## src/hdl/msl_pkg.sv

```systemverilog
// ----------------------------------------------------------------------------
// msl_pkg
// Types and constants shared by the motor effort slew limiter modules.
// ----------------------------------------------------------------------------
package msl_pkg;

  // Field widths
  localparam int unsigned EFFORT_W  = 16;
  localparam int unsigned DUTY_W    = 15;
  localparam int unsigned TICKS_W   = 16;
  localparam int unsigned RAMP_W    = 24;
  localparam int unsigned STEP_W    = 16;
  localparam int unsigned CHAN_W    = 2;
  localparam int unsigned PROD_W    = TICKS_W + RAMP_W;
  localparam int unsigned LIMIT_W   = EFFORT_W + 2;
  localparam int unsigned NUM_CMD   = 3;
  localparam int unsigned CFG_IDX_W = 2;
  localparam int unsigned CFG_DAT_W = RAMP_W;

  // Packed stream widths, padded to whole bytes
  localparam int unsigned IN_DATA_W  = 72;
  localparam int unsigned OUT_DATA_W = 40;

  // Effort and duty constants
  localparam logic signed [LIMIT_W-1:0] EFFORT_MAX = 18'sd32767;
  localparam logic signed [LIMIT_W-1:0] EFFORT_MIN = -18'sd32767;
  localparam logic [DUTY_W-1:0]         DUTY_HALF  = 15'd16384;

  // Register reset values
  localparam logic [RAMP_W-1:0] RAMP_RATE_RST  = 24'd65536;
  localparam logic [STEP_W-1:0] MAX_STEP_RST   = 16'd65535;
  localparam logic              SLOW_DECAY_RST = 1'b0;
  localparam logic [CHAN_W-1:0] RIGHT_CH_RST   = 2'd1;

  // Register indexes
  typedef enum logic [CFG_IDX_W-1:0] {
    REG_RAMP_RATE  = 2'd0,
    REG_MAX_STEP   = 2'd1,
    REG_SLOW_DECAY = 2'd2,
    REG_RIGHT_CH   = 2'd3
  } cfg_idx_e;

  // Controller states
  typedef enum logic [1:0] {
    ST_IDLE  = 2'd0,
    ST_MULT  = 2'd1,
    ST_LIMIT = 2'd2,
    ST_CHAN  = 2'd3
  } state_e;

  // Commands from the controller to the datapath
  typedef struct packed {
    logic              capture;
    logic              load_prod;
    logic              load_step;
    logic              load_out;
    logic [CHAN_W-1:0] chan;
    logic              last;
  } dp_cmd_t;

endpackage

```

## src/hdl/msl_ctrl.sv

```systemverilog
// ----------------------------------------------------------------------------
// msl_ctrl
// Sequencer: takes one drive tick, steps the multiply, limit and per-channel
// phases, and owns the output valid flag.
// ----------------------------------------------------------------------------
module msl_ctrl #(
  parameter int unsigned NCH = 3
) (
  input  logic              clk_i,
  input  logic              rst_ni,
  input  logic              in_tvalid_i,
  output logic              in_tready_o,
  input  logic              out_tready_i,
  output logic              out_tvalid_o,
  output msl_pkg::dp_cmd_t  cmd_o
);

  localparam logic [msl_pkg::CHAN_W-1:0] LAST_CH = msl_pkg::CHAN_W'(NCH - 1);

  msl_pkg::state_e state_q, state_d;
  logic [msl_pkg::CHAN_W-1:0] chan_q, chan_d;
  logic out_valid_q, out_valid_d;
  logic out_free;

  assign out_free     = !out_valid_q || out_tready_i;
  assign out_tvalid_o = out_valid_q;

  // State, channel counter and output valid
  always_ff @(posedge clk_i or negedge rst_ni) begin
    if (!rst_ni) begin
      state_q     <= msl_pkg::ST_IDLE;
      chan_q      <= '0;
      out_valid_q <= 1'b0;
    end else begin
      state_q     <= state_d;
      chan_q      <= chan_d;
      out_valid_q <= out_valid_d;
    end
  end

  // Next state and commands
  always_comb begin
    state_d      = state_q;
    chan_d       = chan_q;
    out_valid_d  = out_valid_q && !out_tready_i;
    in_tready_o  = 1'b0;
    cmd_o        = '0;
    cmd_o.chan   = chan_q;
    cmd_o.last   = (chan_q == LAST_CH);
    case (state_q)
      msl_pkg::ST_IDLE: begin
        in_tready_o = 1'b1;
        if (in_tvalid_i) begin
          cmd_o.capture = 1'b1;
          state_d       = msl_pkg::ST_MULT;
        end
      end
      msl_pkg::ST_MULT: begin
        cmd_o.load_prod = 1'b1;
        state_d         = msl_pkg::ST_LIMIT;
      end
      msl_pkg::ST_LIMIT: begin
        cmd_o.load_step = 1'b1;
        chan_d          = '0;
        state_d         = msl_pkg::ST_CHAN;
      end
      msl_pkg::ST_CHAN: begin
        // Advance one channel whenever the output register can take it
        if (out_free) begin
          cmd_o.load_out = 1'b1;
          out_valid_d    = 1'b1;
          if (chan_q == LAST_CH) begin
            chan_d  = '0;
            state_d = msl_pkg::ST_IDLE;
          end else begin
            chan_d = chan_q + 1'b1;
          end
        end
      end
      default: begin
        state_d = msl_pkg::ST_IDLE;
      end
    endcase
  end

endmodule

```

## src/hdl/msl_datapath.sv

```systemverilog
// ----------------------------------------------------------------------------
// msl_datapath
// Configuration registers, captured tick, step multiplier, per-channel
// effort limiter, previous-effort store and the output register.
// ----------------------------------------------------------------------------
module msl_datapath #(
  parameter int unsigned NCH = 3
) (
  input  logic                                clk_i,
  input  logic                                rst_ni,
  input  logic                                cfg_we_i,
  input  logic [msl_pkg::CFG_IDX_W-1:0]       cfg_idx_i,
  input  logic [msl_pkg::CFG_DAT_W-1:0]       cfg_data_i,
  input  logic [msl_pkg::IN_DATA_W-1:0]       in_tdata_i,
  input  msl_pkg::dp_cmd_t                    cmd_i,
  output logic [msl_pkg::OUT_DATA_W-1:0]      out_tdata_o,
  output logic                                out_tlast_o
);

  localparam int unsigned EW = msl_pkg::EFFORT_W;
  localparam int unsigned LW = msl_pkg::LIMIT_W;

  // Configuration registers
  logic [msl_pkg::RAMP_W-1:0] ramp_rate_q;
  logic [msl_pkg::STEP_W-1:0] max_step_q;
  logic                       slow_decay_q;
  logic [msl_pkg::CHAN_W-1:0] right_ch_q;

  always_ff @(posedge clk_i or negedge rst_ni) begin
    if (!rst_ni) begin
      ramp_rate_q  <= msl_pkg::RAMP_RATE_RST;
      max_step_q   <= msl_pkg::MAX_STEP_RST;
      slow_decay_q <= msl_pkg::SLOW_DECAY_RST;
      right_ch_q   <= msl_pkg::RIGHT_CH_RST;
    end else if (cfg_we_i) begin
      case (msl_pkg::cfg_idx_e'(cfg_idx_i))
        msl_pkg::REG_RAMP_RATE:  ramp_rate_q  <= cfg_data_i[msl_pkg::RAMP_W-1:0];
        msl_pkg::REG_MAX_STEP:   max_step_q   <= cfg_data_i[msl_pkg::STEP_W-1:0];
        msl_pkg::REG_SLOW_DECAY: slow_decay_q <= cfg_data_i[0];
        msl_pkg::REG_RIGHT_CH:   right_ch_q   <= cfg_data_i[msl_pkg::CHAN_W-1:0];
        default: begin
        end
      endcase
    end
  end

  // Captured tick
  logic [msl_pkg::TICKS_W-1:0] ticks_q;
  logic                        oc_q;
  logic                        brq_q;
  logic [EW-1:0]               cmd_q [msl_pkg::NUM_CMD];

  always_ff @(posedge clk_i) begin
    if (cmd_i.capture) begin
      ticks_q <= in_tdata_i[15:0];
      oc_q    <= in_tdata_i[16];
      brq_q   <= in_tdata_i[17];
      for (int i = 0; i < msl_pkg::NUM_CMD; i++) begin
        cmd_q[i] <= in_tdata_i[18 + i*EW +: EW];
      end
    end
  end

  // Step: product, then limit to max_step
  logic [msl_pkg::PROD_W-1:0] prod_q;
  logic [msl_pkg::STEP_W-1:0] step_q;
  logic [msl_pkg::RAMP_W-1:0] prod_hi;

  assign prod_hi = prod_q[msl_pkg::PROD_W-1:16];

  always_ff @(posedge clk_i) begin
    if (cmd_i.load_prod) begin
      prod_q <= msl_pkg::PROD_W'(ticks_q) * msl_pkg::PROD_W'(ramp_rate_q);
    end
    if (cmd_i.load_step) begin
      if (prod_hi > msl_pkg::RAMP_W'(max_step_q)) begin
        step_q <= max_step_q;
      end else begin
        step_q <= prod_hi[msl_pkg::STEP_W-1:0];
      end
    end
  end

  // Select this channel's command and previous effort
  logic [EW-1:0] prev_q [NCH];
  logic [EW-1:0] prev_sel;
  logic [EW-1:0] cmd_sel;

  always_comb begin
    prev_sel = '0;
    cmd_sel  = '0;
    for (int i = 0; i < NCH; i++) begin
      if (cmd_i.chan == msl_pkg::CHAN_W'(i)) begin
        prev_sel = prev_q[i];
        cmd_sel  = cmd_q[i];
      end
    end
  end

  // Clamp to previous +/- step, then saturate; decode duty, direction and brake (all zero on overcurrent)
  logic signed [LW-1:0] last_s, step_s, lo_s, hi_s, cmd_s, lim_s;
  logic signed [EW-1:0] eff;
  logic [msl_pkg::DUTY_W-1:0] mag;
  logic [msl_pkg::DUTY_W-1:0] duty;
  logic rev, brk;

  always_comb begin
    last_s = LW'(signed'(prev_sel));
    step_s = signed'(LW'(step_q));
    cmd_s  = LW'(signed'(cmd_sel));
    lo_s   = last_s - step_s;
    hi_s   = last_s + step_s;
    lim_s  = cmd_s;
    if (lim_s < lo_s) lim_s = lo_s;
    if (lim_s > hi_s) lim_s = hi_s;
    if (lim_s > msl_pkg::EFFORT_MAX) lim_s = msl_pkg::EFFORT_MAX;
    if (lim_s < msl_pkg::EFFORT_MIN) lim_s = msl_pkg::EFFORT_MIN;
    eff = oc_q ? '0 : lim_s[EW-1:0];
    if (eff[EW-1]) begin
      mag = msl_pkg::DUTY_W'(-eff);
    end else begin
      mag = eff[msl_pkg::DUTY_W-1:0];
    end
    if (oc_q) begin
      duty = '0;
    end else if (slow_decay_q) begin
      duty = (mag >> 1) + msl_pkg::DUTY_HALF;
    end else begin
      duty = mag;
    end
    rev = !oc_q && (eff[EW-1] ^ (cmd_i.chan == right_ch_q));
    brk = !oc_q && (eff == '0) && brq_q;
  end

  // Previous effort store
  always_ff @(posedge clk_i or negedge rst_ni) begin
    if (!rst_ni) begin
      for (int i = 0; i < NCH; i++) begin
        prev_q[i] <= '0;
      end
    end else if (cmd_i.load_out) begin
      for (int i = 0; i < NCH; i++) begin
        if (cmd_i.chan == msl_pkg::CHAN_W'(i)) begin
          prev_q[i] <= eff;
        end
      end
    end
  end

  // Output register
  logic [msl_pkg::OUT_DATA_W-1:0] out_data_q;
  logic                           out_last_q;

  always_ff @(posedge clk_i) begin
    if (cmd_i.load_out) begin
      out_data_q <= {3'b000, (!oc_q && slow_decay_q), oc_q, brk, rev, duty, eff,
                     cmd_i.chan};
      out_last_q <= cmd_i.last;
    end
  end

  assign out_tdata_o = out_data_q;
  assign out_tlast_o = out_last_q;

endmodule

```

## src/hdl/motor_effort_slew_limiter_top.sv

```systemverilog
// A tick is taken while idle, then the step product is registered, then the step is
// limited to max_step, then the channels pass one channel per cycle through the
// shared limiter while the output register can take them; a new tick is not accepted
// until the last channel of the previous tick has been loaded into the output register.
// Reset (rst_ni low, asynchronous) restores the register defaults and clears the
// previous efforts of all channels to zero.
// ----------------------------------------------------------------------------
// motor_effort_slew_limiter_top
// Slew-rate limiter for motor channel efforts, with duty and direction decode.
// ----------------------------------------------------------------------------
module motor_effort_slew_limiter_top #(
  parameter int unsigned CHANNELS = 3
) (
  input  logic                                clk_i,
  input  logic                                rst_ni,
  // Configuration write port
  input  logic                                cfg_we_i,
  input  logic [msl_pkg::CFG_IDX_W-1:0]       cfg_idx_i,
  input  logic [msl_pkg::CFG_DAT_W-1:0]       cfg_data_i,
  // Input stream
  input  logic                                s_axis_tvalid,
  output logic                                s_axis_tready,
  // elapsed_ticks[15:0], overcurrent[16], brake_request[17],
  // command_effort_0[33:18], command_effort_1[49:34], command_effort_2[65:50]
  input  logic [msl_pkg::IN_DATA_W-1:0]       s_axis_tdata,
  // Output stream
  output logic                                m_axis_tvalid,
  input  logic                                m_axis_tready,
  // channel[1:0], applied_effort[17:2], duty[32:18], reverse[33], brake[34],
  // coast[35], decay_mode[36]
  output logic [msl_pkg::OUT_DATA_W-1:0]      m_axis_tdata,
  // last_of_tick
  output logic                                m_axis_tlast
);

  localparam int unsigned NCH = (CHANNELS < msl_pkg::NUM_CMD) ? CHANNELS
                                                               : msl_pkg::NUM_CMD;

  msl_pkg::dp_cmd_t cmd;

  msl_ctrl #(
    .NCH (NCH)
  ) u_ctrl (
    .clk_i        (clk_i),
    .rst_ni       (rst_ni),
    .in_tvalid_i  (s_axis_tvalid),
    .in_tready_o  (s_axis_tready),
    .out_tready_i (m_axis_tready),
    .out_tvalid_o (m_axis_tvalid),
    .cmd_o        (cmd)
  );

  msl_datapath #(
    .NCH (NCH)
  ) u_datapath (
    .clk_i       (clk_i),
    .rst_ni      (rst_ni),
    .cfg_we_i    (cfg_we_i),
    .cfg_idx_i   (cfg_idx_i),
    .cfg_data_i  (cfg_data_i),
    .in_tdata_i  (s_axis_tdata),
    .cmd_i       (cmd),
    .out_tdata_o (m_axis_tdata),
    .out_tlast_o (m_axis_tlast)
  );

endmodule
```

## config.mk

```make
export PLATFORM = sky130hd
export DESIGN_NAME = motor_effort_slew_limiter_top
export DESIGN_NICKNAME = d
export VERILOG_FILES = /design/src/hdl/msl_pkg.sv /design/src/hdl/msl_ctrl.sv /design/src/hdl/msl_datapath.sv /design/src/hdl/motor_effort_slew_limiter_top.sv
export SDC_FILE = /design/constraint.sdc
export NUM_CORES = 1
export LEC_CHECK = 0
export BUFFER_PORTS_ARGS = -buffer_cell sky130_fd_sc_hd__buf_2
export CAP_MARGIN = 20
export CORE_UTILIZATION = 64
export DETAILED_ROUTE_END_ITERATION = 8
export PLACE_DENSITY = 0.88
export SYNTH_ARGS = -nofsm -noshare
export SYNTH_HDL_FRONTEND = slang
export SYNTH_HIERARCHICAL = 1
export SYNTH_SLANG_ARGS = --single-unit
```

## constraint.sdc

```tcl
create_clock -name clk_i -period 12.81 [get_ports clk_i]
set_clock_uncertainty 0.2 [all_clocks]
set_input_delay 3.843 -clock clk_i [delete_from_list [all_inputs] [get_ports clk_i]]
set_output_delay 3.843 -clock clk_i [all_outputs]
set_load 0.05 [all_outputs]
```

Yosys cells after proc, flatten, opt, wreduce, memory -nomap -nowiden. Memories as Yosys holds them, arrays and structs flattened. Index checks and enable logic that the tools add are counted.

Div/mod/pow operators: 0. Reduce and logical (&&, ||, !) cells: 23. Shift operators: 0. Muxes and demuxes: 32. $lt $le $gt $ge: 5. Bitwise gates (word level): 1. Add/sub/neg operators: 5. $mul: 1. Equality and inequality tests: 12.

Operators with widths (number): 16-bit two-way mux (9); 18-bit two-way mux (3); 16-bit by 24-bit multiplier with 40-bit output (1); 15-bit two-way mux (2); 24-bit by 16-bit greater-than comparator with 1-bit output (1); 16-bit by 17-bit adder with 18-bit output (1); 18-bit by 16-bit greater-than comparator with 1-bit output, second input constant (1); 18-bit greater-than comparator (1); 16-bit by 18-bit less-than comparator with 1-bit output (1); 18-bit by 16-bit less-than comparator with 1-bit output, second input constant (1); 16-bit by 17-bit subtractor with 18-bit output (1); 16-bit logical NOT (1); 2-bit AND reduction (8); 14-bit by 15-bit adder with 15-bit output, second input constant (1); 15-bit negation (1); 1-bit two-way mux (11); 2-bit == test, second input constant (5); 2-bit two-way mux (5); 2-bit one-hot mux with 4 select lines (1); 2-bit by 1-bit == test with 1-bit output, second input constant (3); 2-bit logical NOT (3); 1-bit logical AND (5); 2-bit by 1-bit != test with 1-bit output, second input constant (2); 2-bit one-hot mux with 2 select lines (1); 8 further kinds (10).

Memories: 1. Bits in latches: 0. Output and inout port bits: 43. Input bits: 103. Word-level logic and storage cells: 98. Register bits: 208. RAM bits: 48. ROM bits: 0.

Memories: u_datapath.cmd_q (words 3, width 16, read ports 3, clocked after memory_dff 0, write ports 3, line msl_datapath.sv:51) `logic [EW-1:0] cmd_q [msl_pkg::NUM_CMD];`.

Logic depth before layout (Yosys ltp). Gate-level depths: netlist of the first run.

Word-level depth: 18. Gate-level depth with buffers: 53. Mapped depth without buffers: 44.

Cells and area by module. The synthesis of the first run kept the hierarchy.

Modules (own cells, without submodules): msl_datapath (area each 24712.5 µm², instances 1, cells each 2510, seq. area each 6623.9 µm²); msl_ctrl (area each 342.8 µm², instances 1, cells each 29, seq. area each 125.1 µm²).

Worst setup path before layout of the first run. No wires, ideal clock.

Kind: flip-flop to flip-flop. Start: register u_ctrl/chan_q[0] in the netlist's numbering. End: register u_datapath.out_data_q (netlist bit u_datapath/out_tdata_o[32]) (data pin). Data arrival time: 10081 ps. Library setup time: 259 ps. Setup slack: 2269 ps. Required time: 12351 ps. Stages on the path, launching flop included: 52. Period minus slack after synthesis: 10541 ps. Buffers on the path: 11. Path through: dfrtp_1 > buf_4 > buf_1 > clkbuf_1 > buf_1 > mux2i_1 > o21ai_0 > ha_1 > buf_2 > o21ai_0 > a211oi_1 > o32ai_1 > a21oi_1 > a211oi_1 > xnor2_1 > inv_1 > ha_1 > nand2_1 > [16 not listed] > o211ai_1 > a211o_1 > a221oi_4 > or2_1 > buf_6 > buf_8 > buf_4 > nor2_1 > a211o_1 > nand2_1 > ha_1 > clkbuf_2 > nand4_1 > mux2_2 > nor2_1 > a31oi_1 > xor2_1 > or2_1.

Word-level cells in the longest chain between the ends: 18. Elaborated cells between the ends (all ways): 24. Those cells by class: 4 x add/sub; 4 x order compare; 2 x eq/ne; 13 x mux; 1 x reduce/logical.

RTL lines: start: declaration (line msl_ctrl.sv:21) `logic [msl_pkg::CHAN_W-1:0] chan_q, chan_d;`; start signal: assignment (line msl_ctrl.sv:36) `chan_q <= chan_d;`; 2-bit logical NOT (line msl_datapath.sv:93) `if (cmd_i.chan == msl_pkg::CHAN_W'(i)) begin`; 16-bit two-way mux (3 in a row) (line msl_datapath.sv:93); 16-bit by 17-bit subtractor with 18-bit output (line msl_datapath.sv:111) `lo_s = last_s - step_s;`; 16-bit by 18-bit less-than comparator with 1-bit output (line msl_datapath.sv:114) `if (lim_s < lo_s) lim_s = lo_s;`; 18-bit two-way mux (line msl_datapath.sv:114); 18-bit greater-than comparator (line msl_datapath.sv:115) `if (lim_s > hi_s) lim_s = hi_s;`; 18-bit two-way mux * (line msl_datapath.sv:115); 18-bit by 16-bit greater-than comparator with 1-bit output (line msl_datapath.sv:116) `if (lim_s > msl_pkg::EFFORT_MAX) lim_s = msl_pkg::EFFORT_MAX;`; 18-bit two-way mux * (line msl_datapath.sv:116); 18-bit by 16-bit less-than comparator with 1-bit output (line msl_datapath.sv:117) `if (lim_s < msl_pkg::EFFORT_MIN) lim_s = msl_pkg::EFFORT_MIN;`; 16-bit two-way mux * (line msl_datapath.sv:117); 16-bit two-way mux * (line msl_datapath.sv:118) `eff = oc_q ? '0 : lim_s[EW-1:0];`; 15-bit negation (line msl_datapath.sv:120) `mag = msl_pkg::DUTY_W'(-eff);`; 15-bit two-way mux * (line msl_datapath.sv:119) `if (eff[EW-1]) begin`; 14-bit by 15-bit adder with 15-bit output (line msl_datapath.sv:127) `duty = (mag >> 1) + msl_pkg::DUTY_HALF;`; 15-bit two-way mux * (line msl_datapath.sv:126) `end else if (slow_decay_q) begin`; end signal: assignment (line msl_datapath.sv:156) `out_data_q <= {3'b000, (!oc_q && slow_decay_q), oc_q, brk, rev, duty, eff,`; end: declaration (line msl_datapath.sv:151) `logic [msl_pkg::OUT_DATA_W-1:0] out_data_q;`.

Mark *: on every way between the ends. The rest lies on a longest branch, timed or not. A chain may end at the register's enable or synchronous reset.

Worst setup path after layout of the first run.
Start: register u_ctrl/chan_q[0] in the netlist's numbering. End: register u_datapath.out_data_q (netlist bit u_datapath/out_tdata_o[28]) (data pin).

The elaborated chain is that of the path after synthesis.

==> results of run 1 <==
==> cells in the final DEF, fill, tap and decap left out, types with 8 or more instances in the layout <==
master,n
a211oi_1,14
a21o_1,27
a21oi_1,71
a31oi_1,12
and2_1,125
and3_1,10
buf_2,135
buf_4,29
clkbuf_1,8
clkbuf_16,28
dfrtp_1,77
dfstp_2,18
edfxtp_1,144
fa_1,307
ha_1,199
inv_1,395
mux2_2,64
mux2i_1,48
nand2_1,385
nand2b_1,18
nand3_1,16
nand3b_1,8
nand4_1,14
nor2_1,89
nor2b_1,13
nor3_1,28
nor4_1,8
o21a_1,17
o21ai_0,105
o21ai_1,13
xnor2_1,43
xor2_1,15
==> synthesized netlist by cell type (all sizes together) (4+ instances only) <==
library cell	count	area, µm²
clkbuf	92	346.6
nor3b	5	37.54
edfxtp	144	4324
fa	307	6146
nand3b	8	60.06
and2	127	794.5
xnor2	43	376.6
a211oi	15	117.6
a21oi	74	381.6
nor4b	5	50.04
nand2	386	1451
ha	199	2490
nand2b	18	112.6
nor2	90	340.3
dfrtp	78	1952
nand3	16	80.08
a31oi	13	87.58
mux2i	49	494.2
mux2	66	747.0
buf	18	120.1
or2	7	43.79
nand4	14	87.58
xor2	15	131.4
o21a	17	127.6
o21ai	120	608.1
nor3	29	150.1
or3	5	31.28
o31ai	7	52.55
o21bai	7	52.55
o41ai	4	35.03
a211o	6	61.31
nor2b	15	101.3
inv	402	1511
o211ai	11	107.6
and3	10	62.56
o211a	6	67.57
a21o	27	202.7
dfstp	18	473.0
nor4	9	62.56
==> cell families (layout without fill, tap and decap cells) <==
family | count (synthesis) | count (layout) | share of synthesized area, %
AOI/OAI and AO/OA | 350 | 350 | 9.398
xor gates and xnor gates | 58 | 58 | 2.027
adders and majority gates | 506 | 506 | 34.47
buffers and inverters | 512 | 619 | 7.895
DFF | 240 | 240 | 26.94
muxes | 115 | 115 | 4.954
other | 1 | 4 | 0.01497
and+or+nand+nor | 757 | 757 | 14.31
==> flip-flops by register name, indices dropped and copies added, names as in the netlist <==
signal / cells
u_datapath/cmd_q: 48
u_datapath/out_tlast_o: 1
u_datapath/slow_decay_q: 1
u_ctrl/state_q: 2
u_datapath/oc_q: 1
u_datapath/ticks_q: 16
u_datapath/prev_q: 48
u_datapath/max_step_q: 16
u_ctrl/chan_q: 2
u_datapath/ramp_rate_q: 24
u_datapath/right_ch_q: 2
u_datapath/prod_q: 24
u_datapath/step_q: 16
u_datapath/brq_q: 1
u_datapath/out_tdata_o: 37
u_ctrl/out_tvalid_o: 1
==> worst register-to-register path, delay by kind of cell (launching register included) <==
| family | cells | cell delay [ps] |
|---|---|---|
| AO/OA/AOI/OAI | 20 | 4960 |
| buffers and inverters | 3 | 890 |
| AND/OR/NAND/NOR | 10 | 2620 |
| XOR/XNOR | 2 | 330 |
| flip-flops | 1 | 650 |
| adder cells (fa/ha/maj) | 4 | 1390 |
==> path summary, 6_finish.rpt <==
path / from / to / cells after the start
min in group asynchronous: rst_ni / u_datapath/slow_decay_q / 1
min: u_datapath/prev_q[46] / u_datapath/prev_q[46] / 2
max in group asynchronous: rst_ni / u_datapath/max_step_q[13] / 3
max: u_ctrl/chan_q[0] / u_datapath/out_tdata_o[28] / 39
max reg2reg: u_ctrl/chan_q[0] / u_datapath/out_tdata_o[28] / 39
min reg2reg: u_datapath/prev_q[46] / u_datapath/prev_q[46] / 2
==> per-layer routing <==
layer | global-route usage [%] | vias up | routed length [µm]
met2 | 60.31 | 943 | 33590
met3 | 5.410 | 263 | 5147
li1 | - | 8402 | -
met5 | 0 | - | 0
met4 | 17.19 | 0 | 3601
met1 | 40.83 | 9533 | 24240
==> cell type report <==
class / count / area (µm²) / area share (%)
flip-flops and latches: 240 / 6750 / 24.91
diodes: 1 / 2.502 / 0.009235
clock buffers: 44 / 834.6 / 3.080
repair buffers: 167 / 947.2 / 3.495
multi-input cells: 1789 / 16350 / 60.33
inverters: 402 / 1511 / 5.578
clock inverters: 6 / 56.30 / 0.2078
well taps: 518 / 648.1 / 2.392
==> metrics by stage <==
stage	setup WS, ps	std cells
2_1_floorplan	2269	2541
3_5_place_dp	1773	3113
3_3_place_gp	1896	3113
5_1_grt	791.3	3167
6_report	1513	3167
4_1_cts	1716	3163
==> flow_metrics.py, run 1 <==
metrics = {
    "floorplanning": {
        "core_area_mm2": 0.03865,
        "pin_count": 146,
        "die_w_um": 199.9,
        "chipHeight_um": 199.9,
        "std_cell_rows": 72,
        "start_util_pct": 64.83,
        "die_area_mm2": 0.03994,
    },
    "drt": {
        "wl_um": 66590,
        "post_drt_wl_per_cell_um": 21.02,
        "drt_iter0_markers": 1525,
        "via_per_inst": 6.044,
        "vias": 19140,
        "drc": 0,
        "ant_nets": 0,
        "firstDrtPassIters": 5,
    },
    "synthesis": {
        "syn_area_per_cell_um2": 9.868,
        "synth-edff-count": 144,
        "synth-seq-area-share_pct": 26.94,
        "ys.flop_type": "edfxtp_1",
        "synth.distinct_cells": 105,
        "ys_ff_latch": 240,
        "netlist_area_mm2": 0.02506,
        "synthCells": 2539,
        "async_flop_share_pct": 40.00,
        "yosys_warnings": 6,
    },
    "finish": {
        "fill_cells": 2734,
        "layout-drive-gt1-share_pct": 12.99,
        "finalCoreUtilization_pct": 70.11,
        "postLayoutCellArea_mm2": 0.02710,
        "finish.net_count": 3236,
        "syn2layout_area_growth_pct": 8.150,
    },
    "critical_path": {
        "reg2reg_setup_slack_ps": 1510,
        "worst_path_max_delay_cell": "dfrtp_2",
        "critPathKind": "reg -> reg",
        "path_max_fanout": 26,
        "slowest_delay_ps": 650,
        "crit_family": "compound AO/OA/AOI/OAI gates",
        "cp.arrival_ps": 11410,
        "end_kind": "flip-flop",
        "startpoint_type": "flip-flop",
        "critPathBufInv": 3,
        "cp.required_ps": 12920,
    },
    "clock_network": {
        "clk_latency_ps": 570,
        "htreeDepth": 1,
        "cts.sinks": 240,
        "post_cts_resized": 0,
        "path_clk_slew_ps": 60,
        "cts_hold_buf": 0,
        "cts_root_buf": "clkbuf_16",
        "cts_made_buffers": 27,
        "cts_setup_buffers": 0,
        "clockBufferDepth": 3,
        "cts_tree": "yes",
    },
    "outcome": {
        "outcome": "completed",
    },
    "timing": {
        "tns_ps": 0,
        "hold_slack_ps": 280.7,
        "finalHoldViolCount": 0,
        "worst_slew_pin_slew_ps": 1185,
        "fmax_mhz": 88.52,
        "rsz0062_at_grt": "false",
        "period_share_pct": 88.19,
        "maxSlewHeadroom_pct": 20.97,
        "min_period_ps": 11300,
        "finalSetupViolations": 0,
        "slew_violations": 0,
    },
    "grt": {
        "grt_pass1_vias": 20370,
        "grt_max_degree": 81,
        "grt_pass1_wl_um": 105000,
        "grt-ovfl-total": 0,
        "grt_usage_pct": 34.28,
        "grt_antenna_before_repair": 1,
    },
    "min_path": {
        "hold_path.class": "reg -> reg",
    },
    "place": {
        "routabilityCongestion": 0.9948,
        "hpwl_um": 49350,
        "numPortBuffers": 136,
        "post_dp_cell_area_mm2": 0.02615,
    },
    "job": {
        "max_cap_viol_count": 0,
    },
}
Power of run 1 is left out: the tool's default activity adds up to more than one toggle a clock period on the data nets, which glitch-free logic cannot reach.
==> run 2, diff against run 1 <==
--- a/config.mk
+++ b/config.mk
@@ -7,9 +7,11 @@
 export LEC_CHECK = 0
 export BUFFER_PORTS_ARGS = -buffer_cell sky130_fd_sc_hd__buf_2
 export CAP_MARGIN = 20
-export CORE_UTILIZATION = 64
+export CELL_PAD_IN_SITES_DETAIL_PLACEMENT = 1
+export CELL_PAD_IN_SITES_GLOBAL_PLACEMENT = 1
+export CORE_UTILIZATION = 50
 export DETAILED_ROUTE_END_ITERATION = 8
-export PLACE_DENSITY = 0.88
+export PLACE_DENSITY = 0.87
 export SYNTH_ARGS = -nofsm -noshare
 export SYNTH_HDL_FRONTEND = slang
 export SYNTH_HIERARCHICAL = 1
==> run 2 against run 1 <==
Cell count is 4.9% higher; fmax is 2.3% lower; highest routed layer unchanged; critical path depth stayed put.
==> flow_metrics.py, run 2 (synthesized netlist as in run 1, its figures left out) <==
metrics = {
    "outcome": {
        "outcome": "completed",
    },
    "critical_path": {
        "critPathKind": "reg -> reg",
        "reg2reg_setup_slack_ps": 1240,
        "reg2reg_depth": 39,
        "cp.depth": 39,
        "crit_family": "compound AO/OA/AOI/OAI gates",
        "cp-endpoint": "u_datapath/out_tdata_o[28]",
        "end_kind": "flip-flop",
        "critPathBufInv": 3,
        "cp.arrival_ps": 11670,
        "startpoint_type": "flip-flop",
        "r2r_start": "u_ctrl/chan_q[0]",
        "r2r_end": "u_datapath/out_tdata_o[28]",
        "cp.required_ps": 12920,
        "critPathLaunch": "u_ctrl/chan_q[0]",
        "path_max_fanout": 29,
        "worst_path_max_delay_cell": "dfrtp_2",
        "slowest_delay_ps": 680,
    },
    "drt": {
        "drt_iter0_markers": 1379,
        "wl_um": 84350,
        "via_per_inst": 5.951,
        "vias": 19770,
        "firstDrtPassIters": 5,
        "ant_nets": 0,
        "drc": 0,
        "post_drt_wl_per_cell_um": 25.39,
    },
    "finish": {
        "layout-drive-gt1-share_pct": 13.19,
        "fill_cells": 5508,
        "final_cell_mix": "inv_1, nand2_1, fa_1",
        "finish.net_count": 3240,
        "syn2layout_area_growth_pct": 9.298,
        "stdcell_count": 3322,
        "final_common_cell": "inv_1",
    },
    "min_path": {
        "hold_path.class": "reg -> reg",
        "timing.hold.worst_path_depth": 2,
    },
    "grt": {
        "grt_usage_pct": 33.99,
        "grt_pass1_vias": 22790,
        "grt_antenna_before_repair": 4,
        "grt_max_degree": 67,
        "grt-ovfl-total": 0,
        "grt_pass1_wl_um": 130200,
    },
    "timing": {
        "finalHoldViolCount": 0,
        "rsz0062_at_grt": "false",
        "worst_slew_pin_slew_ps": 1229,
        "min_period_ps": 11570,
        "period_share_pct": 90.28,
        "tns_ps": 0,
        "maxSlewHeadroom_pct": 18.06,
        "slew_violations": 0,
        "fmax_mhz": 86.47,
        "fin_ws_ps": 1245,
        "finalSetupViolations": 0,
    },
    "floorplanning": {
        "start_util_pct": 50.97,
        "die_w_um": 225.9,
        "die_area_mm2": 0.05101,
        "chipHeight_um": 225.9,
        "core_area_mm2": 0.04915,
        "std_cell_rows": 81,
        "pin_count": 146,
    },
    "clock_network": {
        "cts_made_buffers": 29,
        "cts_hold_buf": 0,
        "post_cts_resized": 0,
        "cts_root_buf": "clkbuf_16",
        "cts_setup_buffers": 0,
        "path_clk_slew_ps": 60,
        "clockBufferDepth": 3,
        "clk_latency_ps": 590,
        "cts_tree": "yes",
        "cts.sinks": 240,
        "htreeDepth": 1,
    },
    "place": {
        "post-place-ws_ps": 1368,
        "numPortBuffers": 136,
        "placedCellCount": 3262,
        "hpwl_um": 61350,
        "routabilityCongestion": 0.9267,
    },
    "job": {
        "max_cap_viol_count": 0,
    },
}
[run 2: changes by cell type in the layout (fill, tap and decap cells not counted), sizes merged]
| cell | before | now |
|---|---|---|
| clkinv | 3 | 12 |
| inv | 405 | 406 |
| diode | 1 | 4 |
| clkbuf | 44 | 30 |
| buf | 167 | 169 |
| bufinv | 0 | 3 |
| clkinvlp | 0 | 5 |
[run 2: area by class of cell]
| class | instances | area, µm² | area share [%] |
|---|---|---|---|
| diodes | 4 | 10.01 | 0.03655 |
| clock buffers | 30 | 729.5 | 2.664 |
| clock inverters | 24 | 235.2 | 0.8590 |
| inverters | 402 | 1511 | 5.519 |
| multi-input cells | 1789 | 16350 | 59.69 |
| flip-flops and latches | 240 | 6750 | 24.65 |
| well taps | 664 | 830.8 | 3.034 |
| repair buffers | 169 | 970.9 | 3.545 |
[run 2: worst reg2reg max path: cells and delay by family (launching register included)]
kind,cells,cell delay [ps]
compound gates,20,5230
simple gates,10,2560
fa+ha+maj,4,1390
buf+inv,3,900
flops,1,680
xor+xnor,2,310
[run 2: per-layer routing]
| metal | vias up | track usage, % | part of all wire (%) |
|---|---|---|---|
| li1 | 8424 | - | - |
| met1 | 10040 | 36.65 | 35 |
| met2 | 944 | 62.37 | 52 |
| met3 | 357 | 5.933 | 6.8 |
| met4 | 0 | 19.38 | 5.8 |
| met5 | - | 0 | 0 |
[run 2: worst min path at each step]
stage	from	to
after floorplan	u_datapath/oc_q	u_datapath/out_tdata_o[35]
after detailed placement	u_datapath/prev_q[9]	u_datapath/prev_q[9]
after global placement	u_datapath/prev_q[46]	u_datapath/prev_q[46]
after CTS	u_datapath/prev_q[9]	u_datapath/prev_q[9]
final	u_datapath/prev_q[9]	u_datapath/prev_q[9]
after global routing	u_datapath/prev_q[35]	u_datapath/prev_q[35]
[run 2: metrics by stage]
step | hold WS, ps | util [%] | area, µm²
after floorplan | 224.4 | - | 25060
after global placement | 259.7 | 53.62 | 26360
after detailed placement | 269.8 | 53.62 | 26360
after CTS | 283.4 | 55.58 | 27320
after global routing | 305.4 | 55.71 | 27390
final | 284.6 | 55.71 | 27390
Power of run 2 is left out for the same reason.
